`config.mk`:
```
export PLATFORM = sky130hd
export DESIGN_NAME = led_dimmer_ramp_with_exp_curve
export DESIGN_NICKNAME = d
export VERILOG_FILES = /design/src/rtl/core/ldr_exp_pkg.sv /design/src/rtl/core/led_dimmer_ramp_with_exp_curve.sv
export SDC_FILE = /design/constraint.sdc
export NUM_CORES = 1
export LEC_CHECK = 0
export BUFFER_PORTS_ARGS = -buffer_cell sky130_fd_sc_hd__buf_4
export CAP_MARGIN = 20
export CORE_ASPECT_RATIO = 0.9
export CORE_MARGIN = 10
export CORE_UTILIZATION = 55
export CTS_CLUSTER_SIZE = 12
export DETAILED_ROUTE_END_ITERATION = 16
export PLACE_DENSITY_LB_ADDON = 0.25
export SYNTH_ARGS = -nofsm -noshare
export SYNTH_HDL_FRONTEND = slang
export SYNTH_SLANG_ARGS = --single-unit
export TNS_END_PERCENT = 1
```
`constraint.sdc`:
```
create_clock -name clk_i -period 9.43 [get_ports clk_i]
set_clock_uncertainty 0.05 [all_clocks]
set_input_delay 1.886 -clock clk_i [delete_from_list [all_inputs] [get_ports clk_i]]
set_output_delay 1.886 -clock clk_i [all_outputs]
set_load 0.01 [all_outputs]
```
`src/rtl/core/ldr_exp_pkg.sv`:
```
`timescale 1ns / 1ps
`default_nettype none

package ldr_exp_pkg;

  localparam int unsigned FracBitsDefault = 16;
  localparam int unsigned LevelMaxDefault = 100;

  localparam int unsigned LVL_W      = 7;
  localparam int unsigned DUR_W      = 16;
  localparam int unsigned CFG_IDX_W  = 2;
  localparam int unsigned CFG_DATA_W = 16;
  localparam int unsigned IN_TDATA_W = 8;
  localparam int unsigned OUT_TDATA_W = 24;
  localparam int unsigned DUTY_W     = 8;

  localparam logic [LVL_W-1:0] ROM_TOP      = 7'd100;
  localparam logic [LVL_W-1:0] ON_THRESHOLD = 7'd49;
  localparam logic [DUR_W-1:0] DUR_RESET    = 16'd2000;

  // output tdata layout
  localparam int unsigned OUT_DUTY_LSB  = 0;
  localparam int unsigned OUT_PIN_BIT   = 8;
  localparam int unsigned OUT_LVL_LSB   = 9;
  localparam int unsigned OUT_RAMP_BIT  = 16;

  typedef enum logic {
    CMD_SET_TARGET = 1'b0,
    CMD_TICK       = 1'b1
  } cmd_e;

  typedef enum logic [CFG_IDX_W-1:0] {
    REG_RAMP_DURATION = 2'd0,
    REG_DIGITAL_MODE  = 2'd1,
    REG_OUT_INVERTED  = 2'd2,
    REG_UNUSED        = 2'd3
  } reg_idx_e;

  // floor(1.05697667^n), ends forced to 0 and 255
  localparam logic [DUTY_W-1:0] DUTY_ROM [0:100] = '{
    8'd0,   8'd1,   8'd1,   8'd1,   8'd1,   8'd1,   8'd1,   8'd1,   8'd1,   8'd1,
    8'd1,   8'd1,   8'd1,   8'd2,   8'd2,   8'd2,   8'd2,   8'd2,   8'd2,   8'd2,
    8'd3,   8'd3,   8'd3,   8'd3,   8'd3,   8'd3,   8'd4,   8'd4,   8'd4,   8'd4,
    8'd5,   8'd5,   8'd5,   8'd6,   8'd6,   8'd6,   8'd7,   8'd7,   8'd8,   8'd8,
    8'd9,   8'd9,   8'd10,  8'd10,  8'd11,  8'd12,  8'd12,  8'd13,  8'd14,  8'd15,
    8'd15,  8'd16,  8'd17,  8'd18,  8'd19,  8'd21,  8'd22,  8'd23,  8'd24,  8'd26,
    8'd27,  8'd29,  8'd31,  8'd32,  8'd34,  8'd36,  8'd38,  8'd40,  8'd43,  8'd45,
    8'd48,  8'd51,  8'd54,  8'd57,  8'd60,  8'd63,  8'd67,  8'd71,  8'd75,  8'd79,
    8'd84,  8'd88,  8'd94,  8'd99,  8'd105, 8'd111, 8'd117, 8'd124, 8'd131, 8'd138,
    8'd146, 8'd154, 8'd163, 8'd173, 8'd182, 8'd193, 8'd204, 8'd215, 8'd228, 8'd241,
    8'd255
  };

endpackage

`default_nettype wire

```
`src/rtl/core/led_dimmer_ramp_with_exp_curve.sv`:
```
`timescale 1ns / 1ps
`default_nettype none
// channel   | dir | handshake                    | payload
// s_axis    | in  | s_axis_tvalid/s_axis_tready  | tuser: command, tdata: target_level
// m_axis    | out | m_axis_tvalid/m_axis_tready  | tdata: duty, pin, level, ramping
// cfg       | in  | cfg_valid_i/cfg_ready_o      | cfg_index_i, cfg_data_i
//
// a tick or an immediate jump goes through ST_DONE, which waits for a free result register
// a fade start runs a restoring divider, one quotient bit a cycle
// one item is worked on at a time
// the result register frees the input side: a new item is taken while a result waits
// reset clears level, goal and step and loads the register defaults (duration 2000)
// cfg_ready_o is always high

module led_dimmer_ramp_with_exp_curve #(
  parameter int unsigned FRAC_BITS = ldr_exp_pkg::FracBitsDefault,
  parameter int unsigned LEVEL_MAX = ldr_exp_pkg::LevelMaxDefault
) (
  input  wire logic                                clk_i,
  input  wire logic                                rst_ni,
  input  wire logic                                s_axis_tvalid,
  output logic                                     s_axis_tready,
  input  wire logic [ldr_exp_pkg::IN_TDATA_W-1:0]  s_axis_tdata,  // [6:0] target_level, [7] zero
  input  wire logic                                s_axis_tuser,  // [0] command
  output logic                                     m_axis_tvalid,
  input  wire logic                                m_axis_tready,
  // [7:0] pwm_duty, [8] pin_level, [15:9] current_level, [16] ramping, [23:17] zero
  output logic [ldr_exp_pkg::OUT_TDATA_W-1:0]      m_axis_tdata,
  input  wire logic                                cfg_valid_i,
  output logic                                     cfg_ready_o,
  input  wire logic [ldr_exp_pkg::CFG_IDX_W-1:0]   cfg_index_i,
  input  wire logic [ldr_exp_pkg::CFG_DATA_W-1:0]  cfg_data_i
);
  import ldr_exp_pkg::*;

  localparam int unsigned ACC_W = LVL_W + FRAC_BITS;
  localparam int unsigned DIV_W = ACC_W;
  localparam int unsigned CNT_W = $clog2(DIV_W);
  localparam logic [LVL_W-1:0] LvlMax = LVL_W'(LEVEL_MAX);

  typedef enum logic [2:0] {
    ST_IDLE = 3'b001,
    ST_DIV  = 3'b010,
    ST_DONE = 3'b100
  } state_e;

  state_e state_q, state_d;

  logic [DUR_W-1:0] dur_q;
  logic             digital_q;
  logic             inverted_q;

  logic [LVL_W-1:0] goal_q, goal_d;
  logic [ACC_W-1:0] acc_q, acc_d;
  logic [ACC_W-1:0] step_mag_q, step_mag_d;
  logic             step_neg_q, step_neg_d;

  logic [DIV_W-1:0] dvd_q, dvd_d;
  logic [DUR_W-1:0] rem_q, rem_d;
  logic [CNT_W-1:0] cnt_q, cnt_d;

  logic                   out_valid_q, out_valid_d;
  logic [OUT_TDATA_W-1:0] out_data_q, out_data_d;

  logic             in_xfer;
  logic [LVL_W-1:0] tgt_raw, tgt_sat, lvl_now, lvl_diff;
  logic [ACC_W-1:0] goal_fix, tgt_fix, lvl_fix;
  logic [ACC_W:0]   tick_sum, tick_dif;
  logic [DUR_W:0]   rem_shift;
  logic             rem_ge;
  logic [DUR_W-1:0] rem_sub;
  logic [DIV_W-1:0] quot_next;
  logic [LVL_W-1:0] rom_idx;
  logic [DUTY_W-1:0] duty;
  logic             out_free;

  assign cfg_ready_o   = 1'b1;
  assign s_axis_tready = (state_q == ST_IDLE);
  assign in_xfer       = s_axis_tvalid & s_axis_tready;
  assign m_axis_tvalid = out_valid_q;
  assign m_axis_tdata  = out_data_q;
  assign out_free      = ~out_valid_q | m_axis_tready;

  assign tgt_raw  = s_axis_tdata[LVL_W-1:0];
  assign tgt_sat  = (tgt_raw > LvlMax) ? LvlMax : tgt_raw;
  assign lvl_now  = acc_q[ACC_W-1:FRAC_BITS];
  assign goal_fix = {goal_q, {FRAC_BITS{1'b0}}};
  assign tgt_fix  = {tgt_sat, {FRAC_BITS{1'b0}}};
  assign lvl_fix  = {lvl_now, {FRAC_BITS{1'b0}}};
  assign lvl_diff = (tgt_sat > lvl_now) ? (tgt_sat - lvl_now) : (lvl_now - tgt_sat);

  assign tick_sum = {1'b0, acc_q} + {1'b0, step_mag_q};
  assign tick_dif = {1'b0, acc_q} - {1'b0, step_mag_q};

  // restoring divider, one quotient bit a cycle
  assign rem_shift = {rem_q, dvd_q[DIV_W-1]};
  assign rem_ge    = (rem_shift >= {1'b0, dur_q});
  assign rem_sub   = rem_shift[DUR_W-1:0] - dur_q;
  assign quot_next = {dvd_q[DIV_W-2:0], rem_ge};

  assign rom_idx = (lvl_now > ROM_TOP) ? ROM_TOP : lvl_now;
  assign duty    = digital_q ? '0 : DUTY_ROM[rom_idx];

  always_comb begin
    state_d     = state_q;
    goal_d      = goal_q;
    acc_d       = acc_q;
    step_mag_d  = step_mag_q;
    step_neg_d  = step_neg_q;
    dvd_d       = dvd_q;
    rem_d       = rem_q;
    cnt_d       = cnt_q;
    out_valid_d = out_valid_q & ~m_axis_tready;
    out_data_d  = out_data_q;

    case (state_q)
      ST_IDLE: begin
        if (in_xfer) begin
          state_d = ST_DONE;
          if (s_axis_tuser == CMD_SET_TARGET) begin
            if (tgt_sat != goal_q) begin
              goal_d = tgt_sat;
              if ((dur_q == '0) || digital_q) begin
                acc_d      = tgt_fix;
                step_mag_d = '0;
              end else begin
                acc_d = lvl_fix;
                if (lvl_now == tgt_sat) begin
                  step_mag_d = '0;
                end else begin
                  step_neg_d = (tgt_sat < lvl_now);
                  dvd_d      = {lvl_diff, {FRAC_BITS{1'b0}}};
                  rem_d      = '0;
                  cnt_d      = '0;
                  state_d    = ST_DIV;
                end
              end
            end
          end else if (lvl_now != goal_q) begin
            if (step_mag_q == '0) begin
              acc_d = goal_fix;
            end else if (!step_neg_q) begin
              acc_d = (tick_sum > {1'b0, goal_fix}) ? goal_fix : tick_sum[ACC_W-1:0];
            end else begin
              // clamp on underflow or on passing the goal
              acc_d = (tick_dif[ACC_W] || (tick_dif[ACC_W-1:0] < goal_fix)) ?
                      goal_fix : tick_dif[ACC_W-1:0];
            end
          end
        end
      end
      ST_DIV: begin
        dvd_d = quot_next;
        rem_d = rem_ge ? rem_sub : rem_shift[DUR_W-1:0];
        cnt_d = cnt_q + 1'b1;
        if (cnt_q == CNT_W'(DIV_W - 1)) begin
          step_mag_d = (quot_next == '0) ? ACC_W'(1) : quot_next;
          state_d    = ST_DONE;
        end
      end
      ST_DONE: begin
        if (out_free) begin
          out_valid_d = 1'b1;
          out_data_d  = '0;
          out_data_d[OUT_DUTY_LSB +: DUTY_W] = duty;
          out_data_d[OUT_PIN_BIT]            = (lvl_now > ON_THRESHOLD) ^ inverted_q;
          out_data_d[OUT_LVL_LSB +: LVL_W]   = lvl_now;
          out_data_d[OUT_RAMP_BIT]           = (lvl_now != goal_q);
          state_d = ST_IDLE;
        end
      end
      default: begin
        state_d = ST_IDLE;
      end
    endcase
  end

  always_ff @(posedge clk_i or negedge rst_ni) begin
    if (!rst_ni) begin
      state_q     <= ST_IDLE;
      goal_q      <= '0;
      acc_q       <= '0;
      step_mag_q  <= '0;
      step_neg_q  <= 1'b0;
      cnt_q       <= '0;
      out_valid_q <= 1'b0;
    end else begin
      state_q     <= state_d;
      goal_q      <= goal_d;
      acc_q       <= acc_d;
      step_mag_q  <= step_mag_d;
      step_neg_q  <= step_neg_d;
      cnt_q       <= cnt_d;
      out_valid_q <= out_valid_d;
    end
  end

  always_ff @(posedge clk_i) begin
    dvd_q      <= dvd_d;
    rem_q      <= rem_d;
    out_data_q <= out_data_d;
  end

  always_ff @(posedge clk_i or negedge rst_ni) begin
    if (!rst_ni) begin
      dur_q      <= DUR_RESET;
      digital_q  <= 1'b0;
      inverted_q <= 1'b0;
    end else if (cfg_valid_i && cfg_ready_o) begin
      case (cfg_index_i)
        REG_RAMP_DURATION: dur_q      <= cfg_data_i[DUR_W-1:0];
        REG_DIGITAL_MODE:  digital_q  <= cfg_data_i[0];
        REG_OUT_INVERTED:  inverted_q <= cfg_data_i[0];
        default: begin
        end
      endcase
    end
  end

endmodule

`default_nettype wire

```
Word level (Yosys, flattened, before mapping)

Memories as Yosys holds them, arrays and structs flattened. A register that Yosys moved wholly into a read port is not among the register bits.
Index checks and enable logic that the tools add are counted.

Add/subtract/negate cells: 6
Magnitude comparators: 8
Equal/unequal tests: 18
Mux-type cells: 48
Bitwise logic cells: 10
Reduce and logical (&&, ||, !) cells: 20

Operators by type and width:

| kind                 | number |
|---|---|
| $mux W23             | 20 |
| $mux W16             | 6 |
| $pmux W23 S2         | 2 |
| $logic_not A23 Y1    | 2 |
| $pmux W16 S2         | 1 |
| $mux W5              | 5 |
| $add A23 B23 Y24     | 1 |
| $gt A24 B23 Y1       | 1 |
| $sub A23 B23 Y24     | 1 |
| $lt A23 B23 Y1       | 1 |
| $mux W3              | 7 |
| $mux W7              | 3 |
| $reduce_and A6 Y1    | 3 |
| $ge A17 B16 Y1       | 1 |
| $logic_not A16 Y1    | 1 |
| $sub A16 B16 Y16     | 1 |
| $gt A7 B7 Y1 const B | 2 |
| $ne A7 B7 Y1         | 2 |
| $sub A7 B7 Y7        | 2 |
| $ne A2 B2 Y1 const B | 5 |
| $pmux W5 S2          | 1 |
| $pmux W3 S3          | 1 |
| $not A7 Y8           | 1 |
| $reduce_and A2 Y1    | 4 |
| other kinds (24)     | 36 |

Register bits after elaboration: 129
ROM bits: 1024
Bits of input ports: 32
Output and inout port bits: 27
Logic and storage cells: 125
Memories: 1

Memory list:

| name             | depth | width | read ports | clocked after Yosys merged registers in | wr ports | line                                  | text |
|---|---|---|---|---|---|---|---|
| (name not given) | 128   | 8     | 1          | 1                                       | 0        | led_dimmer_ramp_with_exp_curve.sv:102 | `assign duty = digital_q ? '0 : DUTY_ROM[rom_idx];` |

Depth between registers and ports, before layout

Gate-level depths: netlist (run 1).

Word-level depth: 10
Depth in mapped cells: 22
Mapped depth without buffers: 21

Least setup slack after synthesis (run 1)

OpenSTA, ideal clock, no wires.

Path kind: in2reg
Start: in s_axis_tdata[5] (netlist name)
End: reg dvd_q[22] (data pin)
Setup time: 0.271 ns
Arrival time: 4.959 ns
Data required time: 9.109 ns
Slack: 4.151 ns
Cell stages on the path: 14
Path buffers: 2
Cells stage by stage: clkbuf_1 o211a_1 or2_2 clkbuf_1 ha_1 nand3_1 o21bai_1 and3_1 or3_1 nor2_1 mux2i_1 o221ai_1 a2111oi_0 nor3b_1

Longest elaborated chain between the ends: 10
Elaborated cells on any way between the ends: 12
Classes of those cells: 2 x add/sub; 2 x order compare; 8 x mux

RTL lines:

| item                                                 | line                                  | text |
|---|---|---|
| start, declared                                      | led_dimmer_ramp_with_exp_curve.sv:23  | `input wire logic [ldr_exp_pkg::IN_TDATA_W-1:0] s_axis_tdata,` |
| $gt A7 B7 Y1 (*)                                     | led_dimmer_ramp_with_exp_curve.sv:85  | `assign tgt_sat = (tgt_raw > LvlMax) ? LvlMax : tgt_raw;` |
| $mux W7 (*)                                          | led_dimmer_ramp_with_exp_curve.sv:85  |  |
| named net tgt_sat[2]                                 | led_dimmer_ramp_with_exp_curve.sv:66  | `logic [LVL_W-1:0] tgt_raw, tgt_sat, lvl_now, lvl_diff;` |
| $sub A7 B7 Y7 / $gt A7 B7 Y1 (equally long branches) | led_dimmer_ramp_with_exp_curve.sv:90  | `assign lvl_diff = (tgt_sat > lvl_now) ? (tgt_sat - lvl_now) : (lvl_now - tgt_sat);` |
| $mux W7 (*)                                          | led_dimmer_ramp_with_exp_curve.sv:90  |  |
| $mux W23 (*)                                         | led_dimmer_ramp_with_exp_curve.sv:128 | `if (lvl_now == tgt_sat) begin` |
| $mux W23 (*)                                         | led_dimmer_ramp_with_exp_curve.sv:123 | `if ((dur_q == '0) \|\| digital_q) begin` |
| $mux W23 (*)                                         | led_dimmer_ramp_with_exp_curve.sv:121 | `if (tgt_sat != goal_q) begin` |
| $mux W23 (*)                                         | led_dimmer_ramp_with_exp_curve.sv:120 | `if (s_axis_tuser == CMD_SET_TARGET) begin` |
| $mux W23 (*)                                         | led_dimmer_ramp_with_exp_curve.sv:118 | `if (in_xfer) begin` |
| $pmux W23 S2 (*)                                     | led_dimmer_ramp_with_exp_curve.sv:116 | `case (state_q)` |
| named net dvd_d[22]                                  | led_dimmer_ramp_with_exp_curve.sv:58  | `logic [DIV_W-1:0] dvd_q, dvd_d;` |
| end signal, assigned                                 | led_dimmer_ramp_with_exp_curve.sv:199 | `dvd_q <= dvd_d;` |
| end, declared                                        | led_dimmer_ramp_with_exp_curve.sv:58  |  |

Mark *: on every way through the listed nets, which the timed path passes. The rest lies on a longest branch. The select of a mux whose other input is x is not followed.
A chain may end at the register's enable or synchronous reset.

Worst setup path in the final report (run 1)

Start: reg step_mag_q[0]
End: reg acc_q[18]

Longest elaborated chain between the ends: 8
Elaborated cells on any way between the ends: 12
Classes of those cells: 2 x add/sub; 2 x order compare; 6 x mux; 2 x reduce/logical

RTL lines:

| item                   | line                                  | text |
|---|---|---|
| start, declared        | led_dimmer_ramp_with_exp_curve.sv:55  | `logic [ACC_W-1:0] step_mag_q, step_mag_d;` |
| start signal, assigned | led_dimmer_ramp_with_exp_curve.sv:191 | `step_mag_q <= step_mag_d;` |
| $sub A23 B23 Y24       | led_dimmer_ramp_with_exp_curve.sv:93  | `assign tick_dif = {1'b0, acc_q} - {1'b0, step_mag_q};` |
| $lt A23 B23 Y1         | led_dimmer_ramp_with_exp_curve.sv:146 | `acc_d = (tick_dif[ACC_W] \|\| (tick_dif[ACC_W-1:0] < goal_fix)) ?` |
| $logic_or A1 B1 Y1     | led_dimmer_ramp_with_exp_curve.sv:146 |  |
| $mux W23               | led_dimmer_ramp_with_exp_curve.sv:146 |  |
| $mux W23               | led_dimmer_ramp_with_exp_curve.sv:142 | `end else if (!step_neg_q) begin` |
| $mux W23 (*)           | led_dimmer_ramp_with_exp_curve.sv:140 | `if (step_mag_q == '0) begin` |
| $mux W23 (*)           | led_dimmer_ramp_with_exp_curve.sv:139 | `end else if (lvl_now != goal_q) begin` |
| $mux W23 (*)           | led_dimmer_ramp_with_exp_curve.sv:120 |  |
| end signal, assigned   | led_dimmer_ramp_with_exp_curve.sv:182 | `acc_q <= '0;` |
| end signal, assigned   | led_dimmer_ramp_with_exp_curve.sv:190 | `acc_q <= acc_d;` |
| end, declared          | led_dimmer_ramp_with_exp_curve.sv:54  | `logic [ACC_W-1:0] acc_q, acc_d;` |

Mark *: on every way between the ends. The rest lies on a longest branch, timed or not. The select of a mux whose other input is x is not followed.

==> results of run 1 <==
-- path summary, 6_finish.rpt --
kind,cells past startpoint,start,endpoint
worst max-delay path,20,step_mag_q[0],acc_q[18]
worst min-delay path,2,dur_q[6],dur_q[6]
worst max register to register,20,step_mag_q[0],acc_q[18]
worst min register to register,2,dur_q[6],dur_q[6]
max in group asynchronous,2,rst_ni,cnt_q[3]
min in group asynchronous,1,rst_ni,acc_q[10]
-- per-stage QoR --
stage | std cells | hold WS (ns) | setup WS (ns) | cell area (sq um)
after floorplan | 1363 | 0.421 | 4.15 | 11600
after global placement | 1636 | 0.449 | 2.95 | 12200
after detailed placement | 1636 | 0.453 | 2.96 | 12200
after CTS | 1668 | 0.476 | 2.91 | 12800
after global routing | 1670 | 0.496 | 2.76 | 12800
final | 1670 | 0.479 | 3.13 | 12800
-- per-layer routing --
layer | wire length [um] | track usage (%) | up-vias | part of all wire (%)
met2 | 14100 | 35.8 | 487 | 43
met3 | 3400 | 5.24 | 49 | 10
li1 | - | - | 5017 | -
met4 | 507 | 5.91 | 0 | 1.5
met5 | 0 | 0 | - | 0
met1 | 15100 | 34.6 | 5122 | 46
-- final cells by class --
class / instances / share of cell area (%)
multi-input combinational: 1041 / 56.1
inverter: 108 / 3.18
sequential: 137 / 29.0
clock buffer: 19 / 3.62
timing repair buffer: 66 / 3.90
clock inverter: 13 / 1.36
tap: 286 / 2.79
-- cell usage after synthesis (8+ instances only) --
master,number,area (sq um)
nor3_1,33,165
a221oi_1,8,70.1
nor2_1,98,368
inv_1,103,387
xor2_1,16,140
nand2b_1,11,68.8
mux2i_1,19,190
a21o_1,18,135
o41ai_1,8,70.1
buf_2,8,40.0
o22ai_1,8,50.1
o211ai_1,12,90.1
o21a_1,9,67.6
nand4_1,18,113
buf_4,8,60.1
dfrtp_1,74,1850
and3_1,11,68.8
a31oi_1,15,93.8
a22o_1,25,219
nor4_1,23,144
clkbuf_1,55,206
o21ai_0,100,500
nand3_1,35,175
or3_1,10,62.6
a211oi_1,25,188
ha_1,104,1300
nor2b_1,23,144
a21oi_1,86,430
nand2_1,100,375
and2_1,27,169
xnor2_1,41,359
edfxtp_1,56,1680
or2_2,10,62.6
-- power by group --
part | internal, mW | switching (mW)
registers | 0.823 | 0.216
logic | 1.36 | 2.21
clock network | 0.426 | 0.304
total | 2.61 | 2.73
-- logic make-up after synthesis --
family	after synthesis	share of synthesized area, %
compound gates	416	24.4
xor+xnor	57	4.29
fa+ha+maj	109	12.1
buf+inv	185	6.47
flops	137	32.0
mux	26	2.31
other cells	2	0.0646
simple gates	425	18.4
-- state kept, by name, indices dropped and copies added (netlist names), 5 cells and up --
register and cells:
goal_q 7, dvd_q 23, rem_q 16, m_axis_tdata 17
acc_q 23, step_mag_q 23, cnt_q 5, dur_q 16
-- tightest hold or removal path: cells and delay by family, from the launching register on --
kind / cells / cell delay (ns)
buffers and inverters: 1 / 0.06
flip-flops: 1 / 0.37
AO/OA/AOI/OAI: 1 / 0.09
-- cell usage in the layout (no fill, tap or decap), drive strengths merged, types with 8 or more instances in the layout --
master | netlist | routed
inv | 104 | 111
ha | 104 | 104
o21ai | 104 | 104
nand2 | 100 | 100
nor2 | 98 | 98
a21oi | 86 | 86
dfrtp | 74 | 74
buf | 22 | 66
edfxtp | 56 | 56
xnor2 | 41 | 41
nand3 | 35 | 35
nor3 | 35 | 35
and2 | 27 | 27
a211oi | 26 | 26
a22o | 25 | 25
nor4 | 24 | 24
nor2b | 23 | 23
mux2i | 19 | 19
clkbuf | 55 | 19
a21o | 18 | 18
nand4 | 18 | 18
xor2 | 16 | 16
a31oi | 15 | 15
o211ai | 12 | 12
and3 | 11 | 11
nand2b | 11 | 11
or3 | 10 | 10
or2 | 10 | 10
o21a | 9 | 9
o22ai | 8 | 8
a221oi | 8 | 8
o41ai | 8 | 8
conb | 2 | 8
a311oi | 8 | 8
==> impl_metrics.csv, run 1 <==
group,metric,value,unit
outcome,status,"finished, final reports clean",
placement,place_congestion,0.996,
clock_tree,postCtsSetupRepairBufs,0,
synth,postSynth.asyncResetShare,59.1,%
clock_tree,cts_tree,"yes",
detailed_routing,vias_per_cell,6.39,
timing,setup_viol,0,
critical_path,slowest_delay,0.66,ns
clock_tree,clk_latency,0.43,ns
final_layout,layout-drive-gt1-share,10.3,%
synth,avgSynthCellArea,8.57,sq um
final_layout,fill_cells,1848,
global_route,antenna_found_initial,0,
run,maxCapViolCount,0,
clock_tree,clockBufferDepth,2,
clock_tree,cts_root_buf,"clkbuf_16",
timing,period_needed,6.30,ns
synth,ys_seq_elements,137,
timing,relSlewSlack,33.2,%
clock_tree,cts.sinks,137,
critical_path,start_kind,"flip-flop",
detailed_routing,drt.antenna.violating_nets,0,
critical_path,cp.required,9.69,ns
timing,timing.fmax,159,MHz
global_route,grt_overflow,0,
critical_path,crit_chain,"ha_1, inv_1, fa_1, o21ba_2, or4_4, a21oi_1, o211ai_1, a21boi_0, o21ai_0, a311oi_1, ha_1, nand3_1, a31oi_1, o211ai_1, nor4_1, nand4_1, or4_4, o32ai_1, mux2_2, o31a_1",
detailed_routing,wirelength,33100,um
timing,tns,0,ns
final_layout,nNetsFinal,1512,
synth,yosysWarnings,0,
critical_path,cp_num_buf_inv,1,
floorplan,die_x,173,um
detailed_routing,wire_per_inst,19.8,um
placement,detailed_place_hpwl,24200,um
synth,synth_edf_count,56,
power,total_power,5.34,mW
synth,synth_flop_cell,"dfrtp_1",
critical_path,critPathKind,"reg -> reg",
clock_tree,clk_pin_slew,0.07,ns
floorplan,io_pins,59,
detailed_routing,vias,10700,
power,p_leak,5.51,nW
clock_tree,hold_buffers,0,
final_layout,fin_util,61.7,%
clock_tree,h-tree-depth,4,
power,peakVddDrop,0.199,mV
critical_path,arrival,6.56,ns
clock_tree,numCtsBuffers,17,
floorplan,core_area,0.0208,sq mm
critical_path,endpoint_kind,"flip-flop",
synth,ys_types,83,
critical_path,critPathSlowestCell,"a311oi_1",
global_route,grt_pass1_wl,53600,um
synth,netlist_area,0.0116,sq mm
detailed_routing,drc,0,
clock_tree,cts_resized,0,
global_route,grt_pass1_vias,9939,
timing,fin_crit_sh,66.8,%
final_layout,syn2layout_area_growth,10.2,%
floorplan,die-height,158,um
timing,max_slew.worst_pin.slew,0.989,ns
detailed_routing,first_iter_violations,1050,
detailed_routing,first_pass_iters,5,
final_layout,multi_input_area,0.00719,sq mm
final_layout,regArea,0.00372,sq mm
placement,port_buffers,49,
floorplan,core.rowCount,50,
timing,finalMaxSlewViolations,0,
floorplan,die_area,0.0274,sq mm
final_layout,diodes,0,
global_route,grt_max_degree,60,
timing,grt_setup_unrepaired,"no",
critical_path,critPathMaxFanout,4,
worst_hold_path,hold_path_class,"reg -> reg",
global_route,gr-usage-all-layers,24.0,%
floorplan,start_util,56.0,%
synth,ys_seq_area_share,32.0,%
synth,syn-instance-count,1357,
critical_path,crit_family,"compound AO/OA/AOI/OAI gates",
timing,finalHoldViolations,0,
critical_path,regToRegSetupSlack,3.13,ns
power,p_per_area,417,mW/mm^2
No activity file was read; power rests on OpenSTA's default activity.
==> inputs of run 2 (changes only) <==
==> constraint.sdc (replaced) <==
create_clock -name clk_i -period 5.1 [get_ports clk_i]
set_clock_uncertainty 0.05 [all_clocks]
set_input_delay 1.02 -clock clk_i [delete_from_list [all_inputs] [get_ports clk_i]]
set_output_delay 1.02 -clock clk_i [all_outputs]
set_load 0.01 [all_outputs]
==> run 2 against run 1 <==
The run now ends with setup timing left. Worst setup slack got worse by 3.4 ns. Via count grew 5.5%. Wire length grew 8.3%. Critical path depth increased by 3. Critical path type unchanged. Highest routed layer unchanged.
==> impl_metrics.csv, run 2 (synthesis results as in run 1) <==
group,metric,value,unit
clock_tree,cts.sinks,137,
clock_tree,clockBufferDepth,2,
clock_tree,numCtsBuffers,17,
clock_tree,h-tree-depth,4,
detailed_routing,met1_length,16100,um
detailed_routing,drc,0,
global_route,grt_pass1_wl,57500,um
outcome,violations,"setup timing",
final_layout,mostFrequentLayoutCell,"buf_4",
critical_path,critPathKind,"reg -> reg",
worst_hold_path,hold_path_class,"reg -> reg",
critical_path,start_kind,"flip-flop",
placement,place_congestion,0.928,
floorplan,die_area,0.0274,sq mm
final_layout,syn2layout_area_growth,22.2,%
critical_path,crit_family,"simple AND/OR/NAND/NOR gates",
timing,timing.fmax,185,MHz
timing,setup_viol,23,
floorplan,io_pins,59,
timing,setup_ws,-0.306,ns
detailed_routing,wirelength,35800,um
floorplan,start_util,56.0,%
final_layout,fin_util,68.4,%
global_route,grt_overflow,0,
final_layout,design_area,0.0142,sq mm
detailed_routing,drt.antenna.violating_nets,0,
timing,tns,-3.55,ns
outcome,status,"finished with violations",
clock_tree,cts_root_buf,"clkbuf_16",
placement,detailed_place_hpwl,26400,um
timing,period_needed,5.41,ns
timing,finalMaxSlewViolations,0,
detailed_routing,vias_per_cell,6.18,
detailed_routing,vias,11300,
timing,max_slew.worst_pin.slew,0.948,ns
clock_tree,clk_pin_slew,0.07,ns
clock_tree,cts_tree,"yes",
floorplan,core.rowCount,50,
critical_path,arrival,5.67,ns
global_route,grt_pass1_vias,10700,
final_layout,layout-drive-gt1-share,21.9,%
critical_path,critPathSlowestCell,"or4_4",
detailed_routing,first_iter_violations,1356,
global_route,grt_max_degree,56,
clock_tree,clk_latency,0.43,ns
final_layout,nNetsFinal,1665,
critical_path,crit_chain,"ha_2, inv_1, fa_2, o21ba_4, or4_4, a21oi_4, o211ai_1, buf_4, a21oi_2, o21ai_2, nand3_1, nand2_1, ha_4, nand3_4, a31oi_4, o211ai_1, nor4_2, nand4_1, or4_4, o32ai_2, buf_4, mux2_2, o31a_1",
critical_path,slowest_delay,0.47,ns
floorplan,core_area,0.0208,sq mm
placement,place_ws,-0.410,ns
detailed_routing,first_pass_iters,5,
floorplan,die_x,173,um
final_layout,diodes,0,
timing,grt_setup_unrepaired,"yes",
detailed_routing,wl_met2,16000,um
critical_path,critPathMaxFanout,3,
detailed_routing,wire_per_inst,19.7,um
critical_path,cp.required,5.36,ns
placement,port_buffers,49,
global_route,antenna_found_initial,0,
placement,dpl-instance-area,0.0133,sq mm
detailed_routing,maxUsedRoutingLayer,"met4",
detailed_routing,wl_met3,2900,um
critical_path,endpoint_kind,"flip-flop",
global_route,gr-usage-all-layers,25.9,%
critical_path,cp_num_buf_inv,3,
final_layout,reg.largest.list,"acc_q: 23 flops, dvd_q: 23 flops, step_mag_q: 23 flops",
floorplan,die-height,158,um
timing,finalHoldViolations,0,
run,maxCapViolCount,0,
clock_tree,hold_buffers,0,
timing,relSlewSlack,36.8,%
final_layout,mostFrequentLayoutCells,"215 x buf_4, 103 x inv_1, 99 x ha_1, 98 x nand2_1, 97 x nor2_1",
timing,fin_crit_sh,106,%
## run 2: repair_timing
item,4_1_cts,5_1_grt
gates resized for setup,33,24
buffers inserted,1,4
endpoints found under the setup margin,23,23
pin swaps,13,19
hold endpoints to repair,0,0
## run 2: layer usage
metal,track usage (%),vias to the layer above
li1,-,5322
met1,35.9,5381
met2,40.2,491
met3,4.81,69
met4,8.45,0
met5,0,-
## run 2: through the flow
step / hold WS (ns) / cells
after floorplan: 0.421 / 1363
after global routing: 0.501 / 1823
after CTS: 0.486 / 1817
after detailed placement: 0.462 / 1784
final: 0.477 / 1823
after global placement: 0.456 / 1784
## run 2: final timing paths
path | startpoint | endpoint | slack [ns] | cells after the start
worst max-delay path | step_mag_q[0] | acc_q[18] | -0.31 | 23
worst min-delay path | cnt_q[3] | cnt_q[3] | 0.48 | 1
worst max register to register | step_mag_q[0] | acc_q[18] | -0.31 | 23
worst min register to register | cnt_q[3] | cnt_q[3] | 0.48 | 1
max in group asynchronous | rst_ni | dur_q[8] | 3.44 | 2
min in group asynchronous | rst_ni | acc_q[13] | 0.62 | 1
## run 2: layout make-up
| class | instances | area, sq um |
|---|---|---|
| tap | 286 | 358 |
| clock buffer | 20 | 468 |
| fill | 1701 | 6570 |
| clock inverter | 12 | 128 |
| inverter | 108 | 408 |
| timing repair buffer | 219 | 1660 |
| multi-input combinational | 1041 | 7460 |
| sequential | 137 | 3720 |
Power of run 2 is not shown: default switching activity piles up to over one toggle a cycle in this logic, so the estimate is an artifact.
==> inputs of run 3 (changes only) <==
==> constraint.sdc (replaced) <==
create_clock -name clk_i -period 4.59 [get_ports clk_i]
set_clock_uncertainty 0.05 [all_clocks]
set_input_delay 0.918 -clock clk_i [delete_from_list [all_inputs] [get_ports clk_i]]
set_output_delay 0.918 -clock clk_i [all_outputs]
set_load 0.01 [all_outputs]
==> run 3 against run 2 <==
The run still ends with setup timing left. Cell area increased by 0.96%. Sequential cell count did not move. Utilization is 0.66 points higher. Cell count rose by 1.5%. First-iteration DRC count shrank 15%. Worst setup slack got worse by 0.26 ns. Wire length grew 1.1%. Fmax grew 4.9%. Worst hold slack lost 0.0037 ns. Critical path depth down 1. Critical path type unchanged. Largest cell class unchanged.
==> impl_metrics.csv, run 3 (synthesis results as in run 1) <==
group,metric,value,unit
outcome,status,"finished with violations",
outcome,violations,"setup timing",
critical_path,reg2reg_depth,22,
clock_tree,cts.sinks,137,
timing,setup_ws,-0.562,ns
critical_path,crit_path_start,"acc_q[0]",
power,peakVddDrop,0.494,mV
critical_path,critPathKind,"reg -> reg",
timing,grt_setup_unrepaired,"yes",
timing,max_slew.worst_pin.slew,0.953,ns
timing,period_needed,5.15,ns
timing,setup_viol,23,
detailed_routing,vias,11500,
floorplan,die_x,173,um
critical_path,critPathMaxFanout,3,
floorplan,die_area,0.0274,sq mm
worst_hold_path,holdPathStages,1,
timing,finalMaxSlewViolations,0,
final_layout,mostFrequentLayoutCells,"242 x buf_4, 103 x inv_1, 102 x ha_1, 99 x nand2_1, 98 x nor2_1",
detailed_routing,first_iter_violations,1152,
global_route,grt_pass1_wl,57800,um
global_route,grt_pass1_vias,10800,
timing,timing.fmax,194,MHz
critical_path,endpoint_kind,"flip-flop",
placement,port_buffers,49,
final_layout,mostFrequentLayoutCell,"buf_4",
detailed_routing,drc,0,
detailed_routing,first_pass_iters,6,
clock_tree,numCtsBuffers,17,
final_layout,diodes,0,
placement,place_congestion,0.982,
critical_path,timing.rr.start,"acc_q[0]",
detailed_routing,wirelength,36200,um
clock_tree,clk_pin_slew,0.07,ns
power,p_per_area,923,mW/mm^2
timing,finalHoldViolations,0,
final_layout,nNetsFinal,1692,
global_route,grt_overflow,0,
clock_tree,clockBufferDepth,2,
global_route,antenna_found_initial,0,
global_route,gr-usage-all-layers,26.0,%
floorplan,core_area,0.0208,sq mm
worst_hold_path,hold_path_class,"reg -> reg",
run,maxCapViolCount,0,
final_layout,layout-drive-gt1-share,22.4,%
timing,fin_crit_sh,112,%
floorplan,core.rowCount,50,
worst_hold_path,min_from,"dvd_q[4]",
critical_path,start_kind,"flip-flop",
detailed_routing,drt.antenna.violating_nets,0,
power,p_leak,6.42,nW
final_layout,fin_util,69.0,%
detailed_routing,wire_per_inst,19.6,um
timing,relSlewSlack,36.5,%
detailed_routing,vias_per_cell,6.22,
final_layout,reg.largest.list,"acc_q: 23 flops, dvd_q: 23 flops, step_mag_q: 23 flops",
timing,hold_ws,0.474,ns
final_layout,syn2layout_area_growth,23.3,%
floorplan,start_util,56.0,%
floorplan,die-height,158,um
timing,tns,-11.10,ns
clock_tree,cts_tree,"yes",
final_layout,final_cells,1850,
placement,detailed_place_hpwl,26900,um
clock_tree,h-tree-depth,4,
critical_path,arrival,5.42,ns
placement,place_ws,-0.739,ns
placement,dpl.cell_count,1816,
clock_tree,cts_root_buf,"clkbuf_16",
critical_path,cp.required,4.86,ns
floorplan,io_pins,59,
global_route,grt_max_degree,61,
clock_tree,clk_latency,0.44,ns
## run 3: worst paths after layout
path / slack (ns) / to
max: -0.56 / acc_q[18]
min: 0.47 / step_mag_q[5]
max reg2reg: -0.56 / acc_q[18]
min reg2reg: 0.47 / step_mag_q[5]
max in group asynchronous: 3.09 / step_mag_q[19]
min in group asynchronous: 0.52 / acc_q[15]
## run 3: cell type report
type	count	area [sq um]
inverter	108	408
multi-input combinational	1041	7410
timing repair buffer	246	1870
clock buffer	20	457
clock inverter	12	115
fill	1720	6430
sequential	137	3720
tap	286	358
## run 3: metrics by stage
step                      power (mW)  cell area, sq um
after detailed placement        11.0             13500
after global placement          10.9             13500
after floorplan                 7.46             11700
final                           13.2             14300
after global routing            14.1             14300
after CTS                       12.7             14200
## run 3: power breakdown
part,switching [mW],total [mW],leakage (nW),internal [mW]
Combinational,5.39,9.83,4.59,4.44
Clock,0.589,1.37,0.269,0.782
Sequential,0.350,2.04,1.56,1.69
## run 3: critical path, cell delays in order, from the launching register on
cell and delay, ns:
dfrtp_1 0.38, ha_2 0.20, inv_1 0.06, fa_2 0.34, o21ba_2 0.21, or4_4 0.45
a21oi_4 0.16, o211ai_1 0.09, buf_4 0.18, a21oi_2 0.19, o21ai_2 0.09, nand3_1 0.12
nand2_1 0.08, ha_1 0.31, nand3_1 0.10, a31oi_1 0.21, o211ai_1 0.11, nor4_1 0.24
nand4_1 0.15, or4_4 0.48, o32ai_4 0.28, mux2_4 0.33, o31a_1 0.23
## run 3: per-layer routing
layer / global-route usage, % / vias up / part of all wire (%)
li1: - / 5355 / -
met1: 35.5 / 5466 / 44
met2: 41.4 / 615 / 45
met3: 4.33 / 64 / 8.7
met4: 8.00 / 0 / 2.0
met5: 0 / - / 0
## run 3: timing repair
action,CTS,global route
hold buffers,0,0
pin swaps,5,11
resized for setup,20,23
setup endpoints to repair,23,23
cloned,0,0
buffers inserted,1,1
